$ cat src/hw/rtl/imars_pkg.sv
`timescale 1ns / 1ps

package imars_pkg;

  // Widest time and count values that any build of the block carries.
  localparam int TIME_W_MAX = 40;
  localparam int CNT_W_MAX  = 32;

  // Accumulator widths.
  localparam int SUM_BITS = 48;
  localparam int SQ_BITS  = 64;

  // Shared divider: dividend and divisor widths.
  localparam int DVD_BITS = 64;
  localparam int DVS_BITS = 33;

  // Depth of the queue between the front and the back.
  localparam int QUEUE_DEPTH = 2;

  // Configuration register indexes.
  localparam int CFG_IDX_BITS = 2;
  localparam logic [CFG_IDX_BITS-1:0] REG_START_OFFSET = 2'd0;
  localparam logic [CFG_IDX_BITS-1:0] REG_ZERO_SUB     = 2'd1;
  localparam logic [CFG_IDX_BITS-1:0] REG_MISSION      = 2'd2;

  localparam logic [31:0] MISSION_RESET = 32'd86400;

  // Configuration register file contents.
  typedef struct packed {
    logic [31:0] start_offset;
    logic [15:0] zero_sub;
    logic [31:0] mission_seconds;
  } cfg_t;

  // Statistics of one finished run, handed from the front to the back.
  typedef struct packed {
    logic [CNT_W_MAX-1:0]  count;
    logic [TIME_W_MAX-1:0] earliest;
    logic [TIME_W_MAX-1:0] dur_lo;
    logic [TIME_W_MAX-1:0] dur_hi;
    logic [SUM_BITS-1:0]   dur_total;
    logic [TIME_W_MAX-1:0] space_lo;
    logic [TIME_W_MAX-1:0] space_hi;
    logic [SUM_BITS-1:0]   space_total;
    logic [SQ_BITS-1:0]    sq_total;
  } snap_t;

  // Divider request and response.
  typedef struct packed {
    logic                start;
    logic [DVD_BITS-1:0] dividend;
    logic [DVS_BITS-1:0] divisor;
  } div_req_t;

  typedef struct packed {
    logic                busy;
    logic                done;
    logic [DVD_BITS-1:0] quotient;
  } div_rsp_t;

  // Clamp a wide value into a 32-bit result field.
  function automatic logic [31:0] sat32(input logic [63:0] v);
    return (|v[63:32]) ? 32'hFFFF_FFFF : v[31:0];
  endfunction

endpackage

$ cat src/hw/rtl/imars_fifo.sv
`timescale 1ns / 1ps

module imars_fifo (
  input  logic             clk,
  input  logic             rst,
  input  logic             push,
  input  imars_pkg::snap_t push_data,
  output logic             full,
  input  logic             pop,
  output imars_pkg::snap_t pop_data,
  output logic             empty
);
  import imars_pkg::*;

  localparam int PTR_W = $clog2(QUEUE_DEPTH);

  snap_t            mem [QUEUE_DEPTH];
  logic [PTR_W-1:0] wr_ptr;
  logic [PTR_W-1:0] rd_ptr;
  logic [PTR_W:0]   fill;

  assign full     = (fill == (PTR_W + 1)'(QUEUE_DEPTH));
  assign empty    = (fill == '0);
  assign pop_data = mem[rd_ptr];

  // Entry storage.
  always_ff @(posedge clk) begin
    if (push) begin
      mem[wr_ptr] <= push_data;
    end
  end

  // Pointers and fill level.
  always_ff @(posedge clk) begin
    if (rst) begin
      wr_ptr <= '0;
      rd_ptr <= '0;
      fill   <= '0;
    end else begin
      if (push) begin
        wr_ptr <= wr_ptr + 1'b1;
      end
      if (pop) begin
        rd_ptr <= rd_ptr + 1'b1;
      end
      if (push && !pop) begin
        fill <= fill + 1'b1;
      end else if (pop && !push) begin
        fill <= fill - 1'b1;
      end
    end
  end

endmodule

$ cat config.mk
export PLATFORM = sky130hd
export DESIGN_NAME = imars_fifo
export DESIGN_NICKNAME = d
export VERILOG_FILES = /design/src/hw/rtl/imars_pkg.sv /design/src/hw/rtl/imars_fifo.sv
export SDC_FILE = /design/constraint.sdc
export NUM_CORES = 1
export LEC_CHECK = 0
export ABC_AREA = 1
export BUFFER_PORTS_ARGS = -buffer_cell sky130_fd_sc_hd__clkbuf_2
export CORE_AREA = 2 2 308 310
export DETAILED_ROUTE_END_ITERATION = 7
export DIE_AREA = 0 0 310 312
export SETUP_SLACK_MARGIN = 0.5
export SKIP_CTS_REPAIR_TIMING = 1
export SLEW_MARGIN = 20
export SYNTH_ARGS = -nofsm -noshare
export SYNTH_HDL_FRONTEND = slang
export SYNTH_SLANG_ARGS = --single-unit
export TNS_END_PERCENT = 1
$ cat constraint.sdc
create_clock -name clk -period 21.2 [get_ports clk]
set_input_delay 3.18 -clock clk [delete_from_list [all_inputs] [get_ports clk]]
set_output_delay 3.18 -clock clk [all_outputs]
set_load 0.02 [all_outputs]
**After elaboration in Yosys (flattened, before gate mapping)**

Memory sizes are Yosys's and may differ from the RTL's. A register that Yosys moved wholly into a read port is not among the register bits.
Cells that the tools add are included.

- Logic and storage cells: 21
- Flip-flop bits (word level): 4
- Output and inout port bits: 394
- RAM bits: 784
- Memories: 1
- Input bits: 396

Memories:

| name | words | width | read ports | clocked after memory_dff | wr ports | RTL line | RTL |
|---|---|---|---|---|---|---|---|
| mem | 2 | 392 | 1 | 1 | 1 | imars_fifo.sv:17 | `snap_t mem [QUEUE_DEPTH];` |

- Mux-type cells: 6
- Add/sub/neg operators: 4
- Reductions and logical operators: 6
- Equal/unequal tests: 1

Operators with widths:

| kind | number |
|---|---|
| $mux W1 | 4 |
| $mux W2 | 2 |
| $add A1 B1 Y1 const B | 2 |
| $add A2 B1 Y2 const B | 1 |
| $eq A2 B2 Y1 const B | 1 |
| $logic_and A1 B1 Y1 | 2 |
| $logic_not A1 Y1 | 2 |
| $logic_not A2 Y1 | 1 |
| $reduce_bool A2 Y1 | 1 |
| $sub A2 B1 Y2 const B | 1 |

**Longest topological paths before layout**

Gate-level depths: netlist of the first run.

- Depth after elaboration: 4
- Mapped depth: 8
- Gate-level depth less buffers: 8

**Worst setup path before layout of the first run**

Ideal clock, no wire load.

- Path type: input-to-reg
- Start: input push
- End: memory mem[0][0] in the netlist's numbering (enable)
- Required time: 20.034 ns
- Library setup time: 1.166 ns
- Path slack: 0.447 ns
- Buffers on the path: 0
- Arrival: 19.587 ns
- Stages on the path: 2
- Cell sequence: inv_1 -> nor2_1

- Cells in the longest elaborated chain, start to end: 2

RTL lines:

| item | RTL line | RTL |
|---|---|---|
| start: declaration | imars_fifo.sv:6 | `input logic push,` |
| $mux W1 | imars_fifo.sv:28 | `if (push) begin` |
| $mux W1 (implied by the code) | imars_fifo.sv:29 | `mem[wr_ptr] <= push_data;` |
| end: declaration | imars_fifo.sv:17 |  |

No other way between the ends.

==> summary.md, run 1 <==
| Metric | Value |
|---|---|
| Clk buf depth | 3 |
| Synth-to-Final Area Change | 27.7% |
| Xor/xnor cell area share of the yosys netlist | 0.000304 |
| Residual DRC count | 0 |
| EDFF count, synth | 784 |
| Type of the worst setup path | flop to primary output |
| RePlAce Congestion | 0.830 |
| Sum of negative setup slack | 0 ps |
| Clock latency reported for the late side of the worst-skew pair | roughly 640 ps |
| Final worst-path cycle share | 0.370 |
| Worst Setup Slack, final | 13360 ps |
| HPWL after DPL | 48700 um |
| Combinational share of power | 0.113 |
| Cell count after synthesis | about 1300 |
| Capture point of the worst reg-to-reg path | mem[0][215] |
| Combinational family with the most area after synthesis | multiplexers |
| Most numerous cell in the Yosys netlist | edfxtp_1 |
| Ranking of synthesized cells by instance count | edfxtp_1 (784), mux2_2 (354), buf_6 (42) |
| Clock H-tree levels | 3 |
| Portion of synthesized cell area occupied by the leading cell type | 0.818 |
| TritonCTS clock tree | done |
| Cell area power density | 101 nW/um2 |
| Sequential area share after synthesis | 0.821 |
| Logic depth of the worst register-to-register path | 4 |
| Maximum number of pins on one net before global-route repair | approximately 160 |
| Hold_ws | 542 ps |
| Placeable core area | around 93000 um2 |
| Number of violations reported at the end of detailed-routing iteration 0 | 885 |
| Final Hold Vio Count | 0 |
| Total Wirelength | 69300 um |
| Start of the worst register-to-register path | wr_ptr |
| Total number of vias | around 15000 |
| Tightest Pin Transition | roughly 1100 ps |
| Simple-gate share of the synthesized area | 0.00213 |
| Wire length per cell after detailed routing | 20.2 um |
| Static leakage | 13.8 nW |
| Via/cell ratio | 4.35 |
| Post-Layout Cell Count | approximately 3400 |
| Async SR Flop Fraction | 0 |
| Depth of the worst hold-timing path | 2 |
| Proportion of layout cells with a drive suffix above 1 | 0.609 |
| Initial antenna violation count | 10 |
| Global-route wire length before repair | approximately 100000 um |
| PortBufs | 789 |
| Library cells used by synthesis | 18 |
| Ranking of synthesized cells by area | edfxtp_1 (82%), mux2_2 (14%), buf_6 (1.6%) |
| GRT Util Overall | 0.137 |
| Fraction of power consumed by the clock network | 0.395 |
| Peak fanout along the critical path | 74 |
| Num CTS Buffers | 83 |
| Post-Syn Nets | about 1700 |
| Num rows | 112 |
| Element type at the critical path start | flop |
| Required time of the worst setup path | between 15000 and 20000 ps |
| Reg power frac | 0.492 |
| Cell accounting for the most synthesized area | edfxtp_1 |
| Net load switching power | 884 uW |
| Final Max Tran Viols | 0 |
| Remaining Overflow, GRT | 0 |
| Clock transition at the registers of the reported paths | 60 ps |
| Placed cell count | 3265 |
| Vias in the first global route | 15900 |
| Worst Hold Class | flop to flop |
| Top FF cell, synth | edfxtp_1 |
| Hold endpoint | fill[0] |
| TritonRoute pass-1 iters | 4 |
| Adder and majority cell fraction of the synthesized area | 0.000435 |
| Effective utilization at floorplan | 0.309 |
| Category of the worst setup path capture point | primary output |
| Buffer type at the clock tree root | clkbuf_16 |
| Internal | 2.84 mW |
| Layout Skew | 18.8 ps |
| Num ports | 790 |
| DP Worst Slack | 13990 ps |
| HP Start | fill[0] |
| Die Footprint | 96700 um2 |
| Number of nets with antenna violations after routing | 0 |
| Worst slew margin | 0.285 |
| Count of nets after finishing | 2493 |
| RSZ-0062 raised after global routing | false |
| Area fraction in compound gates after synthesis | 0.000348 |
| Signal arrival time at the worst endpoint | between 4000 and 5000 ps |
| Number of storage elements in the synthesis netlist | 789 |
| Net switching share of the total power | 0.237 |
| Syn. warnings | 0 |
| Die extent in y | 312 um |
| Highest ir drop seen on vdd | 0.0000905 V |
| Die width | just over 300 um |
| Upper clock frequency limit | 0.128 GHz |
| Clock sink count | 789 |
| Cell Area, Synth | 28800 um2 |
| Syn_area_per_cell | 23.0 um2 |
| Max-capacitance violation count | 0 |
| Status | finished, final reports clean |
| Min Tclk post-route | 7840 ps |
| Setup-failing EPs final | 0 |
| R2r setup slk | around 17000 ps |
| Multiplexer share of the synthesized area | 0.157 |
-- cells in the final DEF, fill, tap and decap left out, drive strengths merged --
cell / synthesis / routed
clkinv: 0 / 42
o21ai: 1 / 1
a21oi: 1 / 1
edfxtp: 784 / 784
clkbuf: 0 / 886
mux2: 392 / 392
ha: 1 / 1
nor3: 1 / 1
clkinvlp: 0 / 3
bufinv: 0 / 10
nor2: 7 / 7
inv: 9 / 13
nand4: 1 / 1
diode: 0 / 9
nand2: 5 / 5
buf: 44 / 13
nand3: 1 / 1
xnor2: 1 / 1
dfxtp: 5 / 5
-- power by group through the flow --
stage / sequential, mW / clock (mW) / combinational (mW)
2_1_floorplan: 1.88 / 0 / 0.271
3_3_place_gp: 1.86 / 0 / 0.419
3_5_place_dp: 1.86 / 0 / 0.426
4_1_cts: 1.83 / 1.51 / 0.428
5_1_grt: 1.84 / 1.57 / 0.446
6_report: 1.83 / 1.47 / 0.421
-- routing by layer --
metal | track usage | routed length [um] | part of all wire | up-vias
met1 | 0.144 | 24300 | 0.35 | 7496
met3 | 0.0500 | 6070 | 0.088 | 116
met2 | 0.248 | 36900 | 0.53 | 573
met4 | 0.0530 | 1960 | 0.028 | 2
li1 | - | - | - | 6730
met5 | 0 | 8 | 0.00012 | -
-- registers in the layout, summed over array words and instances, names as in the netlist, named ones only --
name and cells:
fill 2, mem 784, rd_ptr 1, wr_ptr 1
-- cell families (layout without fill, tap and decap cells) --
| kind of cell | after synthesis | count (layout) |
|---|---|---|
| other | 0 | 9 |
| buffers and inverters | 53 | 967 |
| AND/OR/NAND/NOR | 15 | 15 |
| flip-flops | 789 | 789 |
| multiplexers | 392 | 392 |
| adder cells (fa/ha/maj) | 1 | 1 |
| AO/OA/AOI/OAI | 2 | 2 |
| XOR/XNOR | 1 | 1 |
-- worst max-delay path by stage --
| stage | from | end | cells after the start |
|---|---|---|---|
| floorplan | push | mem[0][0] | 2 |
| global placement | flop | pop_data[261] | 5 |
| detailed placement | flop | pop_data[211] | 5 |
| CTS | flop | pop_data[211] | 5 |
| global route | flop | pop_data[261] | 5 |
| finish | flop | pop_data[221] | 5 |
-- worst max-delay path: stages (launching register included) --
cell,delay (ps)
dfxtp_4,700
buf_4,800
buf_4,840
buf_4,850
mux2_2,430
clkbuf_2,160
-- layout make-up --
type | count | area, um2
Fill cell | 8561 | 56300
Sequential cell | 789 | 23600
Multi-Input combinational cell | 411 | 4630
Timing Repair Buffer | 802 | 4070
Clock buffer | 97 | 2200
Tap cell | 1254 | 1570
Clock inverter | 59 | 583
Inverter | 9 | 41.3
Antenna cell | 9 | 22.5
-- through the flow --
stage          cell area (um2)  utilization  total power [mW]
2_1_floorplan            28800            -              2.15
3_5_place_dp             34000        0.365              2.29
3_3_place_gp             34000        0.365              2.28
5_1_grt                  36800        0.395              3.86
4_1_cts                  36700        0.395              3.77
6_report                 36800        0.395              3.72
No activity file was read; power rests on OpenSTA's default activity.
==> run 2: changes to the inputs <==
Clock period 21.2 ns to 6.9 ns, I/O delays scaled along.
==> run 2 against run 1 <==
- via count fell by 0.83%
- clock power rose to 2.8 times the previous value
- register-to-register slack got worse by 13000 ps
- cell area fell by 0.47%
- sequential share of layout area rose by 0.31 points
- final cell count rose by 0.12%
- clock skew fell by 0.62 ps
- power rose to 3.0 times the previous value
- global-route usage fell by 0.24 points
- non-clock buffer count rose by 6
- utilization fell by 0.19 points
==> summary.md, run 2 (synthesized netlist as in run 1, its figures left out) <==
| Metric | Value |
|---|---|
| Capture point of the worst reg-to-reg path | mem[1][387] |
| Static leakage | 13.7 nW |
| Worst slew margin | 0.326 |
| Logic depth of the worst register-to-register path | 4 |
| Vias in the first global route | 15700 |
| Clock H-tree levels | 3 |
| Clock transition at the registers of the reported paths | 60 ps |
| Largest regs | mem: 784 flops, fill: 2 flops |
| Final worst-path cycle share | 0.584 |
| Clock sink count | 789 |
| Residual DRC count | 0 |
| Post-detailed-placement cell area | ~34000 um2 |
| Type of the worst setup path | flop to primary output |
| Placeable core area | 93000 um2 |
| Synth-to-Final Area Change | 27.1% |
| Most used cells in the layout excluding fill and tap cells | clkbuf_2 (789), edfxtp_1 (784), mux2_2 (354) |
| Total number of vias | 14800 |
| Via/cell ratio | 4.31 |
| Proportion of layout cells with a drive suffix above 1 | 0.601 |
| DP Worst Slack | around 3500 ps |
| Signal arrival time at the worst endpoint | around 3000 ps |
| Count of nets after finishing | 2500 |
| Category of the worst setup path capture point | primary output |
| PortBufs | between 700 and 800 |
| Tightest Pin Transition | 1010 ps |
| Worst setup path end | pop_data[123] |
| Upper clock frequency limit | roughly 0.25 GHz |
| Die Footprint | 96700 um2 |
| Worst Setup Slack, final | 2870 ps |
| TritonCTS clock tree | done |
| Min Tclk post-route | about 4000 ps |
| GRT Util Overall | 0.135 |
| Worst Hold Class | flop to flop |
| Total Wirelength | between 60000 and 70000 um |
| Die extent in y | 312 um |
| Global-route wire length before repair | 96600 um |
| Hold_ws | about 520 ps |
| Post-route standard cell area excluding fillers | 36600 um2 |
| Num rows | 112 |
| Number of nets with antenna violations after routing | 0 |
| Final Max Tran Viols | 0 |
| RePlAce Congestion | 0.814 |
| Final Hold Vio Count | 0 |
| Final standard cell utilization of the core | 0.393 |
| Effective utilization at floorplan | 0.309 |
| Die width | roughly 310 um |
| Status | finished, final reports clean |
| Initial antenna violation count | 15 |
| Depth of the worst hold-timing path | 2 |
| Max-capacitance violation count | 0 |
| Setup-failing EPs final | 0 |
| Start of the worst register-to-register path | wr_ptr |
| Num CTS Buffers | 84 |
| Buffer type at the clock tree root | clkbuf_16 |
| Clock latency reported for the late side of the worst-skew pair | roughly 620 ps |
| Max FFs per register | about 800 |
| Highest ir drop seen on vdd | 0.000239 V |
| Element type at the critical path start | flop |
| Most common cell after layout, fill and taps aside | clkbuf_2 |
| RSZ-0062 raised after global routing | false |
| Cell area power density | 301 nW/um2 |
| Peak fanout along the critical path | ~140 |
| TritonRoute pass-1 iters | 4 |
| R2r setup slk | 4400 ps |
| Clk buf depth | 3 |
| Layout Skew | 18.2 ps |
| Wire length per cell after detailed routing | 19.9 um |
| Maximum number of pins on one net before global-route repair | 145 |
| Num ports | between 700 and 800 |
| Remaining Overflow, GRT | 0 |
| Required time of the worst setup path | approximately 5900 ps |
| Number of violations reported at the end of detailed-routing iteration 0 | between 800 and 900 |
| HPWL after DPL | 48200 um |
| Largest register by flop count | mem |
==> run 2: cell types whose count changed in the layout (fill, tap and decap cells not counted), moves of 2 or more <==
cell / delta
diode_2: +3
buf_4: +2
buf_12: +4
clkinv_2: -11
clkbuf_1: +9
bufinv_16: -9
clkinv_4: -2
clkinv_1: +11
==> run 2: how the worst min path moves through the flow <==
stage | from | end | slack (ps)
2_1_floorplan | rd_ptr | flop | 480
3_3_place_gp | rd_ptr | flop | 490
3_5_place_dp | rd_ptr | flop | 500
4_1_cts | push_data[151] | mem[1][151] | 520
5_1_grt | push_data[231] | mem[0][231] | 530
6_report | rd_ptr | flop | 520
==> run 2: stage by stage <==
step	TNS [ps]	total power [mW]	cells
finish	0	11.0	3434
global route	0	11.4	3434
CTS	0	11.2	3422
detailed placement	0	7.04	3271
global placement	0	7.01	3271
floorplan	-321800	6.58	1253
==> run 2: layer usage <==
metal  vias up  share of wire  track usage  wire length (um)
li1       6744              -            -                 -
met5         -        0.00040            0                27
met4         4          0.038       0.0683              2600
met1      7379           0.34        0.134             23500
met2       532           0.53        0.243             36300
met3       134          0.085       0.0511              5770
==> run 2: area by class of cell <==
cell class,count,area [um2]
fillers,8591,56500
flip-flops and latches,789,23600
multi-input cells,411,4640
repair buffers,808,4170
clock buffers,106,2250
well taps,1254,1570
clock inverters,45,236
inverters,9,50.0
diodes,12,30.0
==> run 2: power breakdown <==
group / leakage [nW] / internal (mW) / switching (mW)
combinational: 5.06 / 0.500 / 0.791
sequential: 7.40 / 5.56 / 0.0696
clock: 1.21 / 2.33 / 1.75
==> run 2: worst max-delay path, stage by stage, from the launching register on <==
cell and delay, ps:
dfxtp_4 930, buf_12 510, mux2_2 430, clkbuf_2 160
