===== src/hw/rtl/imars_pkg.sv =====
`timescale 1ns / 1ps

package imars_pkg;

  // Widest time and count values that any build of the block carries.
  localparam int TIME_W_MAX = 40;
  localparam int CNT_W_MAX  = 32;

  // Accumulator widths.
  localparam int SUM_BITS = 48;
  localparam int SQ_BITS  = 64;

  // Shared divider: dividend and divisor widths.
  localparam int DVD_BITS = 64;
  localparam int DVS_BITS = 33;

  // Depth of the queue between the front and the back.
  localparam int QUEUE_DEPTH = 2;

  // Configuration register indexes.
  localparam int CFG_IDX_BITS = 2;
  localparam logic [CFG_IDX_BITS-1:0] REG_START_OFFSET = 2'd0;
  localparam logic [CFG_IDX_BITS-1:0] REG_ZERO_SUB     = 2'd1;
  localparam logic [CFG_IDX_BITS-1:0] REG_MISSION      = 2'd2;

  localparam logic [31:0] MISSION_RESET = 32'd86400;

  // Configuration register file contents.
  typedef struct packed {
    logic [31:0] start_offset;
    logic [15:0] zero_sub;
    logic [31:0] mission_seconds;
  } cfg_t;

  // Statistics of one finished run, handed from the front to the back.
  typedef struct packed {
    logic [CNT_W_MAX-1:0]  count;
    logic [TIME_W_MAX-1:0] earliest;
    logic [TIME_W_MAX-1:0] dur_lo;
    logic [TIME_W_MAX-1:0] dur_hi;
    logic [SUM_BITS-1:0]   dur_total;
    logic [TIME_W_MAX-1:0] space_lo;
    logic [TIME_W_MAX-1:0] space_hi;
    logic [SUM_BITS-1:0]   space_total;
    logic [SQ_BITS-1:0]    sq_total;
  } snap_t;

  // Divider request and response.
  typedef struct packed {
    logic                start;
    logic [DVD_BITS-1:0] dividend;
    logic [DVS_BITS-1:0] divisor;
  } div_req_t;

  typedef struct packed {
    logic                busy;
    logic                done;
    logic [DVD_BITS-1:0] quotient;
  } div_rsp_t;

  // Clamp a wide value into a 32-bit result field.
  function automatic logic [31:0] sat32(input logic [63:0] v);
    return (|v[63:32]) ? 32'hFFFF_FFFF : v[31:0];
  endfunction

endpackage


===== src/hw/rtl/imars_out_if.sv =====
`timescale 1ns / 1ps

// Channel that carries the statistics of one finished run.
interface imars_out_if;
  logic        valid;
  logic        ready;
  logic [15:0] merged_count;
  logic [31:0] coverage_delay;
  logic [31:0] access_min;
  logic [31:0] access_max;
  logic [31:0] access_mean;
  logic        revisited;
  logic [31:0] gap_min;
  logic [31:0] gap_max;
  logic [31:0] gap_mean;
  logic [31:0] response_mean;

  modport source(output valid, output merged_count, output coverage_delay,
                 output access_min, output access_max, output access_mean,
                 output revisited, output gap_min, output gap_max,
                 output gap_mean, output response_mean, input ready);
  modport sink(input valid, input merged_count, input coverage_delay,
               input access_min, input access_max, input access_mean,
               input revisited, input gap_min, input gap_max,
               input gap_mean, input response_mean, output ready);
endinterface


===== src/hw/rtl/imars_back.sv =====
`timescale 1ns / 1ps

module imars_back (
  input  logic                clk,
  input  logic                rst,
  input  imars_pkg::cfg_t     cfg,
  input  imars_pkg::snap_t    pop_data,
  input  logic                empty,
  output logic                pop,
  output imars_pkg::div_req_t div_req,
  input  imars_pkg::div_rsp_t div_rsp,
  imars_out_if.source         stats
);
  import imars_pkg::*;

  localparam logic [2:0] BK_IDLE     = 3'd0;
  localparam logic [2:0] BK_DIV_ACC  = 3'd1;
  localparam logic [2:0] BK_DIV_GAP  = 3'd2;
  localparam logic [2:0] BK_DIV_RESP = 3'd3;
  localparam logic [2:0] BK_OUT      = 3'd4;

  logic [2:0]  state;
  logic        issued;
  snap_t       cur;
  logic [31:0] access_mean_r;
  logic [31:0] gap_mean_r;
  logic [31:0] resp_r;

  logic        rev;
  logic        dividing;
  logic        load;
  logic [31:0] ms_eff;
  logic [63:0] earliest_w;
  logic [63:0] offset_w;
  logic [63:0] delay_w;

  assign rev      = (cur.count > CNT_W_MAX'(1));
  assign dividing = (state == BK_DIV_ACC) || (state == BK_DIV_GAP) ||
                    (state == BK_DIV_RESP);
  assign pop      = (state == BK_IDLE) && !empty;
  assign load     = (state == BK_OUT) && (!stats.valid || stats.ready);

  // A mission length of zero counts as one second.
  assign ms_eff = (cfg.mission_seconds == '0) ? 32'd1 : cfg.mission_seconds;

  // Time to first coverage, clamped at zero.
  assign earliest_w = 64'(cur.earliest);
  assign offset_w   = 64'(cfg.start_offset);
  assign delay_w    = (earliest_w > offset_w) ? earliest_w - offset_w : '0;

  // Operands for the shared divider.
  always_comb begin
    div_req.start = dividing && !issued;
    case (state)
      BK_DIV_GAP: begin
        div_req.dividend = DVD_BITS'(cur.space_total);
        div_req.divisor  = DVS_BITS'(cur.count - 1'b1);
      end
      BK_DIV_RESP: begin
        div_req.dividend = cur.sq_total;
        div_req.divisor  = {ms_eff, 1'b0};
      end
      default: begin
        div_req.dividend = DVD_BITS'(cur.dur_total);
        div_req.divisor  = DVS_BITS'(cur.count);
      end
    endcase
  end

  // Sequencer over the divisions of one run.
  always_ff @(posedge clk) begin
    if (rst) begin
      state  <= BK_IDLE;
      issued <= 1'b0;
    end else begin
      if (div_req.start) begin
        issued <= 1'b1;
      end
      case (state)
        BK_IDLE: begin
          if (pop) begin
            state <= BK_DIV_ACC;
          end
        end
        BK_DIV_ACC: begin
          if (issued && div_rsp.done) begin
            issued <= 1'b0;
            state  <= rev ? BK_DIV_GAP : BK_OUT;
          end
        end
        BK_DIV_GAP: begin
          if (issued && div_rsp.done) begin
            issued <= 1'b0;
            state  <= BK_DIV_RESP;
          end
        end
        BK_DIV_RESP: begin
          if (issued && div_rsp.done) begin
            issued <= 1'b0;
            state  <= BK_OUT;
          end
        end
        BK_OUT: begin
          if (load) begin
            state <= BK_IDLE;
          end
        end
        default: begin
          state <= BK_IDLE;
        end
      endcase
    end
  end

  // Run snapshot and division results.
  always_ff @(posedge clk) begin
    if (pop) begin
      cur <= pop_data;
    end
    if (issued && div_rsp.done) begin
      case (state)
        BK_DIV_ACC:  access_mean_r <= sat32(div_rsp.quotient);
        BK_DIV_GAP:  gap_mean_r    <= sat32(div_rsp.quotient);
        BK_DIV_RESP: resp_r        <= sat32(div_rsp.quotient);
        default: begin
        end
      endcase
    end
  end

  // Output register: valid.
  always_ff @(posedge clk) begin
    if (rst) begin
      stats.valid <= 1'b0;
    end else if (load) begin
      stats.valid <= 1'b1;
    end else if (stats.ready) begin
      stats.valid <= 1'b0;
    end
  end

  // Output register: payload.
  always_ff @(posedge clk) begin
    if (load) begin
      stats.merged_count   <= (|cur.count[CNT_W_MAX-1:16]) ? 16'hFFFF : cur.count[15:0];
      stats.coverage_delay <= sat32(delay_w);
      stats.access_min     <= sat32(64'(cur.dur_lo));
      stats.access_max     <= sat32(64'(cur.dur_hi));
      stats.access_mean    <= access_mean_r;
      stats.revisited      <= rev;
      stats.gap_min        <= rev ? sat32(64'(cur.space_lo)) : '0;
      stats.gap_max        <= rev ? sat32(64'(cur.space_hi)) : '0;
      stats.gap_mean       <= rev ? gap_mean_r : '0;
      stats.response_mean  <= rev ? resp_r : '0;
    end
  end

  // The divider is started only while it is free.
  a_div_free: assert property (@(posedge clk) disable iff (rst)
    div_req.start |-> !div_rsp.busy)
    else $error("divider started while busy");

  // A waiting result is never overwritten.
  a_no_overwrite: assert property (@(posedge clk) disable iff (rst)
    load |-> (!stats.valid || stats.ready))
    else $error("output register overwritten");

  // A run without a revisit carries no gap statistics.
  a_no_revisit: assert property (@(posedge clk) disable iff (rst)
    (stats.valid && !stats.revisited) |->
      (stats.gap_mean == '0) && (stats.response_mean == '0) && (stats.gap_max == '0))
    else $error("gap statistics on a run without revisit");

endmodule

===== src/flat_wrapper.sv =====
// flat-port wrapper written by rule: the top's interface ports become plain ports
module imars_back_flat import imars_pkg::*;
  (clk, rst, cfg, pop_data, empty, pop, div_req, div_rsp, stats_valid, stats_merged_count, stats_coverage_delay, stats_access_min, stats_access_max, stats_access_mean, stats_revisited, stats_gap_min, stats_gap_max, stats_gap_mean, stats_response_mean, stats_ready);
  imars_out_if stats_i ();
  input  logic clk;
  input  logic rst;
  input  imars_pkg::cfg_t cfg;
  input  imars_pkg::snap_t pop_data;
  input  logic empty;
  output logic pop;
  output imars_pkg::div_req_t div_req;
  input  imars_pkg::div_rsp_t div_rsp;
  output wire logic [$bits(stats_i.valid)-1:0] stats_valid;
  output wire logic [$bits(stats_i.merged_count)-1:0] stats_merged_count;
  output wire logic [$bits(stats_i.coverage_delay)-1:0] stats_coverage_delay;
  output wire logic [$bits(stats_i.access_min)-1:0] stats_access_min;
  output wire logic [$bits(stats_i.access_max)-1:0] stats_access_max;
  output wire logic [$bits(stats_i.access_mean)-1:0] stats_access_mean;
  output wire logic [$bits(stats_i.revisited)-1:0] stats_revisited;
  output wire logic [$bits(stats_i.gap_min)-1:0] stats_gap_min;
  output wire logic [$bits(stats_i.gap_max)-1:0] stats_gap_max;
  output wire logic [$bits(stats_i.gap_mean)-1:0] stats_gap_mean;
  output wire logic [$bits(stats_i.response_mean)-1:0] stats_response_mean;
  input wire logic [$bits(stats_i.ready)-1:0] stats_ready;
  assign stats_valid = stats_i.valid;
  assign stats_merged_count = stats_i.merged_count;
  assign stats_coverage_delay = stats_i.coverage_delay;
  assign stats_access_min = stats_i.access_min;
  assign stats_access_max = stats_i.access_max;
  assign stats_access_mean = stats_i.access_mean;
  assign stats_revisited = stats_i.revisited;
  assign stats_gap_min = stats_i.gap_min;
  assign stats_gap_max = stats_i.gap_max;
  assign stats_gap_mean = stats_i.gap_mean;
  assign stats_response_mean = stats_i.response_mean;
  assign stats_i.ready = stats_ready;
  imars_back u_core (.clk(clk), .rst(rst), .cfg(cfg), .pop_data(pop_data), .empty(empty), .pop(pop), .div_req(div_req), .div_rsp(div_rsp), .stats(stats_i));
endmodule

===== config.mk =====
export PLATFORM = sky130hd
export DESIGN_NAME = imars_back_flat
export DESIGN_NICKNAME = d
export VERILOG_FILES = /design/src/hw/rtl/imars_pkg.sv /design/src/hw/rtl/imars_out_if.sv /design/src/hw/rtl/imars_back.sv /design/src/flat_wrapper.sv
export SDC_FILE = /design/constraint.sdc
export NUM_CORES = 1
export LEC_CHECK = 0
export ABC_AREA = 1
export CAP_MARGIN = 15
export CORE_AREA = 2 2 359 361
export DETAILED_ROUTE_END_ITERATION = 16
export DIE_AREA = 0 0 361 363
export DONT_BUFFER_PORTS = 1
export PLACE_DENSITY = 0.45
export SLEW_MARGIN = 20
export SYNTH_ARGS = -nofsm -noshare
export SYNTH_HDL_FRONTEND = slang
export SYNTH_SLANG_ARGS = --single-unit

===== constraint.sdc =====
create_clock -name clk -period 45.6 [get_ports clk]
set_input_delay 4.56 -clock clk [delete_from_list [all_inputs] [get_ports clk]]
set_output_delay 4.56 -clock clk [all_outputs]
set_load 0.01 [all_outputs]

* Word-level counts from Yosys, hierarchy flattened
Index checks and enable logic that the tools add are counted.
Storage, ports and cells: flip-flop bits (word level) 766, latch bits 0, bits in writable memories 0, bits in read-only memories 0, bits of input ports 542, output and inout bits 373, logic and storage cells 81, memories 0
Operators by class: add/subtract/negate cells 2, multipliers 0, divide/modulo/power cells 0, order comparisons 2, eq/ne operators 9, shifts and indexed selects 0, mux-type cells 18, bitwise gates (word level) 0, reductions and logical operators 25
Operator list (number):
- case mux 97 bit (2 select lines) | 1
- two-way mux 32 bit | 4
- two-way mux 64 bit | 1
- OR reduction 32 bit | 2
- subtractor 40 x 32 -> 41 bit | 1
- > comparator 40 x 32 -> 1 bit | 1
- subtractor 32 x 1 -> 33 bit (second input constant) | 1
- > comparator 32 x 1 -> 1 bit (second input constant) | 1
- zero test 32 bit | 1
- OR reduction 8 bit | 4
- two-way mux 3 bit | 6
- OR reduction 16 bit | 1
- case mux 3 bit (5 select lines) | 1
- != test 2 bit (second input constant) | 4
- equality test 3 x 2 -> 1 bit (second input constant) | 2
- AND reduction 2 bit | 3
- two-way mux 1 bit | 5
- AND reduction 5 bit | 1
- logical AND 1 bit | 4
- equality test 3 x 1 -> 1 bit (second input constant) | 1
- equality test 3 bit (second input constant) | 1
- zero test 1 bit | 3
- zero test 3 bit | 1
- logical OR 1 bit | 3
- 3 further kinds | 3

* Longest topological paths before layout
depth after elaboration 7, gate-level depth with buffers 21, gate-level depth less buffers 19

* Worst setup path after synthesis
No wires, ideal clock.
path kind input port to output port, start input empty, end output pop, data arrival time 41.495 ns, data required time 41.040 ns, slack -0.455 ns, cell stages on the path 1, path buffers 0, cell sequence nor4_1
Between the ends: cells in the longest elaborated chain, start to end 2
RTL lines:
- start, declared | RTL line flat_wrapper.sv:9 | input logic empty;
- zero test 1 bit | RTL line imars_back.sv:40 | assign pop = (state == BK_IDLE) && !empty;
- logical AND 1 bit | RTL line imars_back.sv:40
- end, declared | RTL line flat_wrapper.sv:10 | output logic pop;
Every way passes these cells.

==> reports/metrics.cfg <==
[clock_tree]
numCtsBuffers=87
clk_latency_ps=690
cts_setup_buffers=0
cts_max_path_buffers=3
hold_buffers=0
root_buffer=clkbuf_16
clkSinkCount=766
clk_pin_slew_ps=60
post_cts_resized=0
tritoncts=built
htree_levels=3

[detailed_routing]
vias=18400
wire_per_inst_um=23.2
vias_per_cell=4.26
route.detailed.drc=0
drtAntennaViolNets=0
drt_iter0_markers=1377
wirelength_um=101000
drt_pass1_iterations=5

[sta]
finClkSkew_ps=24.3
slew_viol_final=0
final-hold-violation-count=0
setup_violations=0
tns_ps=0
worst_slew_pin_slew_ps=1100
period_share_pct=23.9
rsz0062_at_grt=false
max-slew-margin-rel_pct=26.8
period_minus_slack_ps=10900
max_freq_ghz=0.0917

[floorplanning]
start_util_pct=24.3
dieArea_mm2=0.131
core-area_mm2=0.127
die_w_um=361
row_count=131
io-pin-count=915
die_h_um=363

[critical_path]
start_kind=input port
critPathMaxFanout=2
cp.arrival_ps=6340
critPathCaptureType=output pin
worst-setup-path-type=input port to output pin
cp.required_ps=41040

[yosys]
synth.ff_latch_count=766
synth_edf_count=761
syn_inst=2524
syn_area_per_cell_um2=12.2
synth_area_mm2=0.0309
syn_nets=3101
synth_ff_type=edfxtp_1
yosys_warnings=0
ys_types=44
postSynth.asyncResetShare_pct=0
yosysSeqAreaShare_pct=74.2

[layout]
final_cells=4329
layout_commonest_cell=edfxtp_1
area_delta_synth_final_pct=16.2
n_fill_cell=13000
final_cell_mix=761 x edfxtp_1, 556 x nand2_1, 457 x inv_1
fin_nets=3153
drive_above_1_share_pct=8.53

[grt]
grt.overflow.total=0
grt_max_degree=165
grt_pass1_wl_um=138000
grtUsageTotal_pct=14.8
antenna_found_initial=39
grt_pass1_vias=18300

[power]
total_power_mw=1.95
ir_drop_v=0.0000368
p_leak_nw=12.9
power_density_mw_per_mm2=54.3

[place]
finalWeightedCongestion=0.876
place_inst=4149
hpwl_um=75200
io_buffers=0

[flow_run]
maxCapViolCount=0

[status]
outcome=complete, no violations

[min_path]
holdCritPathClass=flop to flop

==> sequential cells by signal (all words and copies together), names as in the netlist <==
register and count:
u_core.stats.coverage_delay 32, u_core.issued 1, u_core.stats.gap_max 32, u_core.stats.valid 1
u_core.stats.merged_count 16, u_core.access_mean_r 32, u_core.stats.revisited 1, u_core.stats.access_max 32
u_core.gap_mean_r 32, u_core.stats.gap_min 32, u_core.stats.access_min 32, u_core.stats.response_mean 32
u_core.state 3, u_core.stats.access_mean 32, u_core.cur 392, u_core.resp_r 32
u_core.stats.gap_mean 32
==> report_power, final <==
part,switching [mW],internal [mW],total [mW]
Combinational,0.237,0.0678,0.305
Clock,0.301,0.418,0.719
Sequential,0.0364,0.888,0.924
Total,0.575,1.37,1.95
==> worst max-delay path, cell delays in order <==
cell and delay (ps):
inv_1 250, nand4_1 160, nor2_1 720, nand4_1 220, nand2_1 120, nand2_1 70
o221ai_1 220
==> metrics by stage <==
step	utilization [%]	setup WS [ps]	hold slack, ps	cell area (um2)
after floorplan	-	15560	400	30900
after global placement	25.9	34700	401	32900
after detailed placement	25.9	34690	405	32900
after CTS	28.2	34690	412	35900
after global routing	28.3	34630	417	35900
final	28.3	34700	412	35900
==> kinds of logic after synthesis <==
family / share of synthesized area, %
fa+ha+maj: 1.44
flops: 74.2
xor+xnor: 0.198
simple gates: 13.3
buf+inv: 6.85
compound gates: 4.02
==> cell usage after synthesis, types with 2 or more instances <==
| cell | number | area (um2) |
|---|---|---|
| buf_4 | 5 | 37.5 |
| nand2_1 | 556 | 2090 |
| o211ai_1 | 6 | 45.0 |
| buf_6 | 13 | 146 |
| clkbuf_1 | 37 | 139 |
| ha_1 | 34 | 425 |
| inv_2 | 2 | 7.51 |
| o21ai_0 | 45 | 225 |
| o21bai_1 | 2 | 15.0 |
| nor2_2 | 13 | 81.3 |
| edfxtp_1 | 761 | 22900 |
| a31o_2 | 4 | 35.0 |
| nand3_1 | 114 | 571 |
| nor3_2 | 2 | 20.0 |
| nand2_2 | 22 | 138 |
| buf_2 | 9 | 45.0 |
| a21oi_1 | 130 | 651 |
| xor2_1 | 6 | 52.6 |
| o31ai_1 | 2 | 15.0 |
| or2_2 | 7 | 43.8 |
| nand3_2 | 4 | 40.0 |
| inv_1 | 459 | 1720 |
| a31oi_1 | 2 | 12.5 |
| nor3_1 | 11 | 55.1 |
| nand4_1 | 17 | 106 |
| nor2_1 | 190 | 713 |
| and2_1 | 4 | 25.0 |
| dfxtp_1 | 5 | 100 |
| o221ai_1 | 24 | 210 |
| nor4_1 | 24 | 150 |
==> final cells by class <==
| cell class | instances | area, um2 | area share, % |
|---|---|---|---|
| Multi-Input combinational cell | 1231 | 5930 | 16.5 |
| Timing Repair Buffer | 29 | 246 | 0.686 |
| Inverter | 461 | 1730 | 4.82 |
| Clock buffer | 103 | 2240 | 6.23 |
| Antenna cell | 17 | 42.5 | 0.118 |
| Sequential cell | 766 | 23000 | 63.9 |
| Tap cell | 1662 | 2080 | 5.79 |
| Clock inverter | 60 | 702 | 1.95 |
==> metal layers <==
metal	wire length, um	part of all wire (%)	GRT usage [%]	vias up
met1	39300	39	17.1	8868
met5	81	0.081	0	-
li1	-	-	-	8592
met2	50600	50	25.7	779
met4	3350	3.3	5.73	14
met3	7160	7.1	4.68	194
==> worst paths after layout <==
path / cells past startpoint / to / slack, ps / startpoint
setup / recovery: 7 / div_req[1] / 34700 / cfg[16]
setup reg to reg: 11 / u_core.stats.gap_max[29] / 41300 / u_core.cur[369]
hold reg to reg: 0 / u_core.stats.access_mean[17] / 410 / u_core.access_mean_r[17]
hold / removal: 0 / u_core.stats.access_mean[17] / 410 / u_core.access_mean_r[17]
Power figures use the tool's default switching activity.
