**config.mk**
```make
export PLATFORM = sky130hd
export DESIGN_NAME = imars_front_flat
export DESIGN_NICKNAME = d
export VERILOG_FILES = /design/src/hw/rtl/imars_pkg.sv /design/src/hw/rtl/imars_in_if.sv /design/src/hw/rtl/imars_front.sv /design/src/flat_wrapper.sv
export SDC_FILE = /design/constraint.sdc
export NUM_CORES = 2
export LEC_CHECK = 0
export ABC_AREA = 0
export BUFFER_PORTS_ARGS = -buffer_cell sky130_fd_sc_hd__buf_2
export CAP_MARGIN = 5
export CORE_MARGIN = 3
export CORE_UTILIZATION = 36
export CTS_CLUSTER_SIZE = 12
export DETAILED_ROUTE_END_ITERATION = 10
export SLEW_MARGIN = 40
export SYNTH_ARGS = -nofsm -noshare
export SYNTH_HDL_FRONTEND = slang
export SYNTH_SLANG_ARGS = --single-unit
```
**constraint.sdc**
```tcl
create_clock -name clk -period 14.5 [get_ports clk]
set_clock_uncertainty 0.05 [all_clocks]
set_input_delay 0.725 -clock clk [delete_from_list [all_inputs] [get_ports clk]]
set_output_delay 0.725 -clock clk [all_outputs]
set_load 0.05 [all_outputs]
```
**src/hw/rtl/imars_pkg.sv**
```systemverilog
`timescale 1ns / 1ps

package imars_pkg;

  // Widest time and count values that any build of the block carries.
  localparam int TIME_W_MAX = 40;
  localparam int CNT_W_MAX  = 32;

  // Accumulator widths.
  localparam int SUM_BITS = 48;
  localparam int SQ_BITS  = 64;

  // Shared divider: dividend and divisor widths.
  localparam int DVD_BITS = 64;
  localparam int DVS_BITS = 33;

  // Depth of the queue between the front and the back.
  localparam int QUEUE_DEPTH = 2;

  // Configuration register indexes.
  localparam int CFG_IDX_BITS = 2;
  localparam logic [CFG_IDX_BITS-1:0] REG_START_OFFSET = 2'd0;
  localparam logic [CFG_IDX_BITS-1:0] REG_ZERO_SUB     = 2'd1;
  localparam logic [CFG_IDX_BITS-1:0] REG_MISSION      = 2'd2;

  localparam logic [31:0] MISSION_RESET = 32'd86400;

  // Configuration register file contents.
  typedef struct packed {
    logic [31:0] start_offset;
    logic [15:0] zero_sub;
    logic [31:0] mission_seconds;
  } cfg_t;

  // Statistics of one finished run, handed from the front to the back.
  typedef struct packed {
    logic [CNT_W_MAX-1:0]  count;
    logic [TIME_W_MAX-1:0] earliest;
    logic [TIME_W_MAX-1:0] dur_lo;
    logic [TIME_W_MAX-1:0] dur_hi;
    logic [SUM_BITS-1:0]   dur_total;
    logic [TIME_W_MAX-1:0] space_lo;
    logic [TIME_W_MAX-1:0] space_hi;
    logic [SUM_BITS-1:0]   space_total;
    logic [SQ_BITS-1:0]    sq_total;
  } snap_t;

  // Divider request and response.
  typedef struct packed {
    logic                start;
    logic [DVD_BITS-1:0] dividend;
    logic [DVS_BITS-1:0] divisor;
  } div_req_t;

  typedef struct packed {
    logic                busy;
    logic                done;
    logic [DVD_BITS-1:0] quotient;
  } div_rsp_t;

  // Clamp a wide value into a 32-bit result field.
  function automatic logic [31:0] sat32(input logic [63:0] v);
    return (|v[63:32]) ? 32'hFFFF_FFFF : v[31:0];
  endfunction

endpackage

```
**src/hw/rtl/imars_in_if.sv**
```systemverilog
`timescale 1ns / 1ps

// Channel that carries access intervals into the block.
interface imars_in_if;
  logic        valid;
  logic        ready;
  logic [31:0] interval_start;
  logic [31:0] interval_end;
  logic        last_of_target;

  modport source(output valid, output interval_start, output interval_end,
                 output last_of_target, input ready);
  modport sink(input valid, input interval_start, input interval_end,
               input last_of_target, output ready);
endinterface

```
**src/hw/rtl/imars_front.sv**
```systemverilog
`timescale 1ns / 1ps

module imars_front #(
  parameter int TIME_BITS  = 32,
  parameter int COUNT_BITS = 16
) (
  input  logic             clk,
  input  logic             rst,
  imars_in_if.sink         intervals,
  input  imars_pkg::cfg_t  cfg,
  output imars_pkg::snap_t snap,
  output logic             push,
  input  logic             full
);
  import imars_pkg::*;

  localparam logic [2:0] ST_IDLE   = 3'd0;
  localparam logic [2:0] ST_MERGE  = 3'd1;
  localparam logic [2:0] ST_CLOSE  = 3'd2;
  localparam logic [2:0] ST_SQUARE = 3'd3;
  localparam logic [2:0] ST_ACC    = 3'd4;
  localparam logic [2:0] ST_PUSH   = 3'd5;

  logic [2:0] state;

  // Latched item.
  logic [TIME_BITS-1:0] item_start;
  logic [TIME_BITS-1:0] item_end;
  logic                 item_last;
  logic                 reopen;

  // Run state.
  logic [TIME_BITS-1:0]  open_begin;
  logic [TIME_BITS-1:0]  open_finish;
  logic                  have_open;
  logic [COUNT_BITS-1:0] closed_count;
  logic [TIME_BITS-1:0]  earliest_start;
  logic [TIME_BITS-1:0]  prev_close;
  logic [TIME_BITS-1:0]  dur_lo;
  logic [TIME_BITS-1:0]  dur_hi;
  logic [SUM_BITS-1:0]   dur_total;
  logic [TIME_BITS-1:0]  space_lo;
  logic [TIME_BITS-1:0]  space_hi;
  logic [SUM_BITS-1:0]   space_total;
  logic [SQ_BITS-1:0]    space_sq_total;

  // Values of the interval being closed.
  logic [TIME_BITS-1:0] dur_r;
  logic [TIME_BITS-1:0] gap_r;
  logic                 has_gap;
  logic [SQ_BITS-1:0]   sq_r;

  logic                 accept;
  logic [TIME_BITS-1:0] s_in;
  logic [TIME_BITS-1:0] e_in;
  logic [TIME_BITS-1:0] dur_raw;
  logic [TIME_BITS-1:0] dur_c;
  logic [TIME_BITS-1:0] gap_c;
  logic [63:0]          gap_wide;
  logic [31:0]          gap_lo;
  logic [63:0]          gap_prod;
  logic [SQ_BITS-1:0]   sq_c;
  logic [SUM_BITS:0]    dur_sum;
  logic [SUM_BITS:0]    space_sum;
  logic [SQ_BITS:0]     sq_sum;

  // The front takes an item only between sequencer passes.
  assign intervals.ready = (state == ST_IDLE);
  assign accept          = intervals.valid && intervals.ready;
  assign push            = (state == ST_PUSH) && !full;

  // Inputs reduced to the time width; an end before the start is the start.
  assign s_in = TIME_BITS'(intervals.interval_start);
  assign e_in = TIME_BITS'(intervals.interval_end);

  // Duration and gap of the open interval as it closes.
  assign dur_raw = open_finish - open_begin;
  assign dur_c   = (dur_raw == '0) ? TIME_BITS'(cfg.zero_sub) : dur_raw;
  assign gap_c   = (open_begin > prev_close) ? open_begin - prev_close : '0;

  // Square of the gap; a gap wider than 32 bits saturates.
  assign gap_wide = 64'(gap_r);
  assign gap_lo   = gap_wide[31:0];
  assign gap_prod = gap_lo * gap_lo;
  assign sq_c     = (|gap_wide[63:32]) ? '1 : gap_prod;

  // Saturating accumulations.
  assign dur_sum   = {1'b0, dur_total} + (SUM_BITS + 1)'(dur_r);
  assign space_sum = {1'b0, space_total} + (SUM_BITS + 1)'(gap_r);
  assign sq_sum    = {1'b0, space_sq_total} + {1'b0, sq_r};

  // Sequencer and run state.
  always_ff @(posedge clk) begin
    if (rst) begin
      state          <= ST_IDLE;
      reopen         <= 1'b0;
      have_open      <= 1'b0;
      closed_count   <= '0;
      dur_lo         <= '1;
      dur_hi         <= '0;
      dur_total      <= '0;
      space_lo       <= '1;
      space_hi       <= '0;
      space_total    <= '0;
      space_sq_total <= '0;
    end else begin
      case (state)
        ST_IDLE: begin
          if (accept) begin
            state <= ST_MERGE;
          end
        end
        ST_MERGE: begin
          if (!have_open) begin
            if (closed_count == '0) begin
              earliest_start <= item_start;
            end
            open_begin  <= item_start;
            open_finish <= item_end;
            have_open   <= 1'b1;
            state       <= item_last ? ST_CLOSE : ST_IDLE;
          end else if (open_finish < item_start) begin
            reopen <= 1'b1;
            state  <= ST_CLOSE;
          end else begin
            if (open_finish < item_end) begin
              open_finish <= item_end;
            end
            state <= item_last ? ST_CLOSE : ST_IDLE;
          end
        end
        ST_CLOSE: begin
          state <= ST_SQUARE;
        end
        ST_SQUARE: begin
          state <= ST_ACC;
        end
        ST_ACC: begin
          if (dur_r < dur_lo) begin
            dur_lo <= dur_r;
          end
          if (dur_r > dur_hi) begin
            dur_hi <= dur_r;
          end
          dur_total <= dur_sum[SUM_BITS] ? '1 : dur_sum[SUM_BITS-1:0];
          if (has_gap) begin
            if (gap_r < space_lo) begin
              space_lo <= gap_r;
            end
            if (gap_r > space_hi) begin
              space_hi <= gap_r;
            end
            space_total    <= space_sum[SUM_BITS] ? '1 : space_sum[SUM_BITS-1:0];
            space_sq_total <= sq_sum[SQ_BITS] ? '1 : sq_sum[SQ_BITS-1:0];
          end
          if (closed_count != '1) begin
            closed_count <= closed_count + 1'b1;
          end
          prev_close <= open_finish;
          if (reopen) begin
            open_begin  <= item_start;
            open_finish <= item_end;
            have_open   <= 1'b1;
            reopen      <= 1'b0;
            state       <= item_last ? ST_CLOSE : ST_IDLE;
          end else begin
            have_open <= 1'b0;
            state     <= ST_PUSH;
          end
        end
        ST_PUSH: begin
          if (push) begin
            have_open      <= 1'b0;
            closed_count   <= '0;
            dur_lo         <= '1;
            dur_hi         <= '0;
            dur_total      <= '0;
            space_lo       <= '1;
            space_hi       <= '0;
            space_total    <= '0;
            space_sq_total <= '0;
            state          <= ST_IDLE;
          end
        end
        default: begin
          state <= ST_IDLE;
        end
      endcase
    end
  end

  // Item latch and close values; these carry data only.
  always_ff @(posedge clk) begin
    if (accept) begin
      item_start <= s_in;
      item_end   <= (e_in < s_in) ? s_in : e_in;
      item_last  <= intervals.last_of_target;
    end
    if (state == ST_CLOSE) begin
      dur_r   <= dur_c;
      gap_r   <= gap_c;
      has_gap <= (closed_count != '0);
    end
    if (state == ST_SQUARE) begin
      sq_r <= sq_c;
    end
  end

  // Snapshot of the finished run.
  always_comb begin
    snap.count       = CNT_W_MAX'(closed_count);
    snap.earliest    = TIME_W_MAX'(earliest_start);
    snap.dur_lo      = TIME_W_MAX'(dur_lo);
    snap.dur_hi      = TIME_W_MAX'(dur_hi);
    snap.dur_total   = dur_total;
    snap.space_lo    = TIME_W_MAX'(space_lo);
    snap.space_hi    = TIME_W_MAX'(space_hi);
    snap.space_total = space_total;
    snap.sq_total    = space_sq_total;
  end

  // A run is handed over only when the queue has room.
  a_push_room: assert property (@(posedge clk) disable iff (rst) push |-> !full)
    else $error("front pushed into a full queue");

  // Every handed-over run holds at least one merged interval.
  a_push_count: assert property (@(posedge clk) disable iff (rst)
    push |-> closed_count != '0)
    else $error("front pushed an empty run");

  // The run state is cleared once a run has been handed over.
  a_push_clear: assert property (@(posedge clk) disable iff (rst)
    push |=> (closed_count == '0) && !have_open && (dur_total == '0))
    else $error("run state not cleared after hand-over");

endmodule

```
**src/flat_wrapper.sv**
```systemverilog
// flat-port wrapper written by rule: the top's interface ports become plain ports
module imars_front_flat import imars_pkg::*;
#(
  parameter int TIME_BITS  = 32,
  parameter int COUNT_BITS = 16
)
  (clk, rst, cfg, snap, push, full, intervals_valid, intervals_interval_start, intervals_interval_end, intervals_last_of_target, intervals_ready);
  imars_in_if intervals_i ();
  input  logic clk;
  input  logic rst;
  input  imars_pkg::cfg_t cfg;
  output imars_pkg::snap_t snap;
  output logic push;
  input  logic full;
  input wire logic [$bits(intervals_i.valid)-1:0] intervals_valid;
  input wire logic [$bits(intervals_i.interval_start)-1:0] intervals_interval_start;
  input wire logic [$bits(intervals_i.interval_end)-1:0] intervals_interval_end;
  input wire logic [$bits(intervals_i.last_of_target)-1:0] intervals_last_of_target;
  output wire logic [$bits(intervals_i.ready)-1:0] intervals_ready;
  assign intervals_i.valid = intervals_valid;
  assign intervals_i.interval_start = intervals_interval_start;
  assign intervals_i.interval_end = intervals_interval_end;
  assign intervals_i.last_of_target = intervals_last_of_target;
  assign intervals_ready = intervals_i.ready;
  imars_front #(.TIME_BITS(TIME_BITS), .COUNT_BITS(COUNT_BITS)) u_core (.clk(clk), .rst(rst), .intervals(intervals_i), .cfg(cfg), .snap(snap), .push(push), .full(full));
endmodule
```
=== Word-level counts from Yosys, hierarchy flattened ===
Index checks and enable logic that the tools add are counted.

* $add $sub $neg: 6
* $mul: 1
* Equality and inequality tests: 20
* Multiplexer cells: 48
* Order comparisons: 8
* Bitwise operators: 2
* Reductions and logical operators: 24

{| class="wikitable"
|+ Operators by type and width
! kind !! count
|-
| $mux W32 || 15
|-
| $pmux W32 S2 || 6
|-
| $mux W48 || 4
|-
| $mux W64 || 3
|-
| $pmux W48 S2 || 2
|-
| $lt A32 B32 Y1 || 5
|-
| $pmux W64 S2 || 1
|-
| $add A48 B32 Y49 || 2
|-
| $gt A32 B32 Y1 || 3
|-
| $add A64 B64 Y65 || 1
|-
| $mul A32 B32 Y64 || 1
|-
| $sub A32 B32 Y32 || 2
|-
| $mux W16 || 3
|-
| $logic_not A32 Y1 || 1
|-
| $pmux W16 S2 || 1
|-
| $ne A2 B1 Y1 const B || 9
|-
| $pmux W3 S6 || 1
|-
| $add A16 B1 Y16 const B || 1
|-
| $logic_not A16 Y1 || 1
|-
| $ne A16 B16 Y1 const B || 1
|-
| $reduce_and A4 Y1 || 4
|-
| $reduce_bool A16 Y1 || 1
|-
| $mux W3 || 5
|-
| $reduce_and A3 Y1 || 5
|-
| other kinds (17) || 31
|}

* Register bits after elaboration: 631
* Word-level logic and storage cells: 132
* Bits of input ports: 149

=== Logic depth before layout (Yosys ltp) ===
* Depth after elaboration: 5
* Mapped depth: 34
* Mapped depth without buffers: 31

=== Worst setup path before layout ===
OpenSTA, ideal clock, no wires.

* Path type: register to register
* Start: reg u_core.gap_r[5] (netlist: u_core.gap_lo[5])
* End: reg u_core.sq_r[51] (data pin)
* Stages on the path, launching flop included: 31
* Data required time: 14185 ps
* Setup time: 265 ps
* Data arrival time: 7816 ps
* Path slack: 6369 ps
* Cell sequence: edfxtp_1 -> clkbuf_1 -> clkbuf_1 -> clkbuf_1 -> nand2_1 -> fa_1 -> inv_1 -> fa_1 -> fa_1 -> inv_1 -> fa_1 -> inv_1 -> fa_1 -> fa_1 -> fa_1 -> inv_1 -> fa_1 -> inv_1 -> ha_1 -> a21o_1 -> a21o_1 -> a21oi_1 -> o21ai_0 -> a311oi_1 -> o21a_1 -> o21ai_0 -> a21boi_0 -> nand2_1 -> a41oi_1 -> o21ai_0 -> xor2_1

* Word-level cells in the longest chain between the ends: 1

{| class="wikitable"
|+ Ends and longest elaborated chain
! element !! line !! RTL
|-
| from (decl) || imars_front.sv:49 || <nowiki>logic [TIME_BITS-1:0] gap_r;</nowiki>
|-
| from (signal assigned) || imars_front.sv:201 || <nowiki>gap_r <= gap_c;</nowiki>
|-
| $mul A32 B32 Y64 || imars_front.sv:84 || <nowiki>assign gap_prod = gap_lo * gap_lo;</nowiki>
|-
| via u_core.gap_prod[51] || imars_front.sv:61 || <nowiki>logic [63:0] gap_prod;</nowiki>
|-
| to (signal assigned) || imars_front.sv:205 || <nowiki>sq_r <= sq_c;</nowiki>
|-
| to (decl) || imars_front.sv:51 || <nowiki>logic [SQ_BITS-1:0] sq_r;</nowiki>
|}

The timed path passes the listed nets, and every way through them passes these cells.
A chain may end at the register's enable or synchronous reset.

=== Worst setup path in the final report ===
* Start: reg u_core.gap_r[15] (netlist: u_core.gap_lo[15])
* End: reg u_core.sq_r[62] (data pin)

The elaborated chain is that of the path after synthesis.

==> results.yml <==
outcome:
  run_status: "finished, final reports clean"
cts:
  clockBufferDepth: 3
  clock_sinks: 630
  cts_buffers: 77
  cts_setup_buffers: 0
  cts_root_buffer: "clkbuf_16"
  cts_tree: "built"
  h-tree-depth: 3
  clock_latency_ps: 720
  post_cts_resized: 0
  hold_buffers: 0
  clk_pin_slew_worst_paths_ps: 60
yosys:
  netlist_area_um2: 67200
  synth_area_leaders: "fa_1, edfxtp_1, ha_1, dfxtp_1, inv_1"
  ys_seq_area_share_pct: 23.6
  synth_cell_types: 95
  ys_ff_latch: 630
  synthFlopType: "edfxtp_1"
  synth-async-reset-ratio_pct: 0
  synth_edf_count: 321
  yosysTopAreaCellShare_pct: 23.7
  synth_top_area_cell: "fa_1"
  ys_warn_count: 0
  syn_area_per_cell_um2: 9.39
  netlist_instances: 7156
setup_path:
  crit_arrival_ps: 9600
  required_ps: 14880
  start_kind: "flop"
  path_max_fanout: 32
  end_kind: "flop"
  worstSetupPathType: "reg -> reg"
floorplan:
  die-area_um2: 192000
  design.core.area_um2: 184000
  start_util_pct: 36.5
  fp-row-count: 157
  chipHeight_um: 438
  io_pins: 543
  fp.dieW_um: 438
sta:
  setup-tns-final_ps: 0
  fmax_ghz: 0.108
  relSlewSlack_pct: 39.8
  hold_violations: 0
  slew_viol_final: 0
  rsz0062_at_grt: "false"
  max_slew.worst_pin.slew_ps: 895
  post-route-period-util_pct: 63.6
  holdWs_ps: 136
  layout_min_cycle_time_ps: 9220
  setup_violations: 0
cells_and_area:
  nFillCells: 18300
  mostFrequentLayoutCell: "inv_1"
  layout-drive-gt1-share_pct: 9.86
  fin_nets: 9101
  layout_common_cells: "inv_1, fa_1, ha_1"
  synthToLayoutAreaGrowth_pct: 10.8
detailed_routing:
  dr.pass1.iters: 6
  drt_iter0_markers: 3448
  wl_um: 211000
  drcViolationCount: 0
  via_per_inst: 5.19
  detail-route-antenna-nets: 0
  wl_per_cell_um: 21.1
  vias: 51800
grt:
  grt_max_degree: 66
  grt_pass1_vias: 53300
  gr-total-overflow: 0
  antenna_found_initial: 3
  grt.total_usage_pct: 21.8
  grt_pass1_wl_um: 322000
min_path:
  min_path_type: "in -> reg"
placement:
  port_buffers: 422
  gp_congestion: 0.933
  hpwl_um: 164000
flow_run:
  cap_viol_max_count: 0
## synthesized netlist by cell type (8+ instances only)
cell	instances
a211o_1	8
a211oi_1	62
a21boi_0	11
a21o_1	237
a21oi_1	413
a221oi_1	13
a22o_1	65
a311oi_1	44
a31o_2	22
a31oi_1	48
a41oi_1	23
and2_1	222
and3_1	37
and4_1	13
buf_2	9
buf_4	56
clkbuf_1	269
dfxtp_1	309
edfxtp_1	321
fa_1	796
ha_1	702
inv_1	1315
mux2_2	32
mux2i_1	37
nand2_1	530
nand2b_1	55
nand3_1	83
nand4_1	92
nor2_1	341
nor2b_1	81
nor3_1	99
nor3b_1	8
nor4_1	16
o211ai_1	19
o21a_1	37
o21ai_0	248
o21bai_1	42
o31ai_1	9
or2_2	14
or3_1	12
xnor2_1	133
xor2_1	137
## worst max-delay path: stages (launching register included)
cell and delay [ps]:
edfxtp_1 320, buf_4 560, inv_1 450, nor2_1 380, fa_1 490, fa_1 500, fa_1 530, inv_1 50
fa_1 480, inv_1 50, fa_1 480, fa_1 460, fa_1 540, fa_1 420, ha_1 390, a21o_1 190
a21o_1 190, a221oi_1 310, o21ai_1 100, a221oi_1 390, o21ai_1 230, a31oi_1 350, o21ai_1 320, a21oi_1 280
o211ai_1 100, a21oi_1 200, xnor2_1 110
## final timing paths
| check | from | to | slack, ps | cells after the start |
|---|---|---|---|---|
| worst max-delay path | u_core.gap_lo[15] | u_core.sq_r[62] | 5280 | 26 |
| worst min register to register | u_core.item_end[19] | u_core.open_finish[19] | 380 | 0 |
| worst max register to register | u_core.gap_lo[15] | u_core.sq_r[62] | 5280 | 26 |
| worst min-delay path | intervals_last_of_target | u_core.item_last | 140 | 1 |
## routing by layer
layer / wire [um] / GRT usage (%)
met2: 97800 / 35.8
met1: 88100 / 27.7
met4: 13500 / 12.0
met5: 0 / 0
met3: 11400 / 2.98
## layout make-up
type / instances / area (um2) / share of cell area [%]
multi-input cells: 4921 / 45200 / 60.8
inverters: 1321 / 4960 / 6.66
clock inverters: 44 / 489 / 0.657
repair buffers: 503 / 2800 / 3.76
diodes: 1 / 2.50 / 0.00336
flip-flops and latches: 630 / 15800 / 21.3
well taps: 2464 / 3080 / 4.14
clock buffers: 96 / 2060 / 2.77
## logic make-up (layout without fill, tap and decap cells)
| kind of cell | count (synthesis) | count (layout) | share of synthesized area [%] |
|---|---|---|---|
| other cells | 1 | 59 | 0.00558 |
| buf+inv | 1662 | 1964 | 9.62 |
| fa+ha+maj | 1498 | 1498 | 36.8 |
| flops | 630 | 630 | 23.6 |
| mux | 70 | 70 | 1.10 |
| simple gates | 1627 | 1627 | 11.7 |
| compound gates | 1398 | 1398 | 13.7 |
| xor+xnor | 270 | 270 | 3.52 |
## sequential cells by signal (all words and copies together), names as in the netlist
signal and cells:
u_core.space_sq_total 64, u_core.sq_r 63, u_core.dur_total 48, u_core.space_total 48, u_core.dur_hi 32, u_core.dur_lo 32
u_core.dur_r 32, u_core.earliest_start 32, u_core.gap_lo 32, u_core.item_end 32, u_core.item_start 32, u_core.open_begin 32
u_core.open_finish 32, u_core.prev_close 32, u_core.space_hi 32, u_core.space_lo 32, u_core.closed_count 16, u_core.state 3
u_core.has_gap 1, u_core.have_open 1, u_core.item_last 1, u_core.reopen 1
## metrics by stage
step / utilization [%] / std cells / setup slack (ps) / area, um2
2_1_floorplan: - / 7213 / 6370 / 67400
3_3_place_gp: 38.9 / 9833 / 5240 / 71800
3_5_place_dp: 39.0 / 9836 / 5300 / 71800
4_1_cts: 40.4 / 9976 / 5280 / 74400
5_1_grt: 40.4 / 9980 / 4830 / 74500
6_report: 40.4 / 9980 / 5280 / 74500
Power is not shown: default switching activity piles up to over one toggle a cycle in this logic, so the estimate is an artifact.
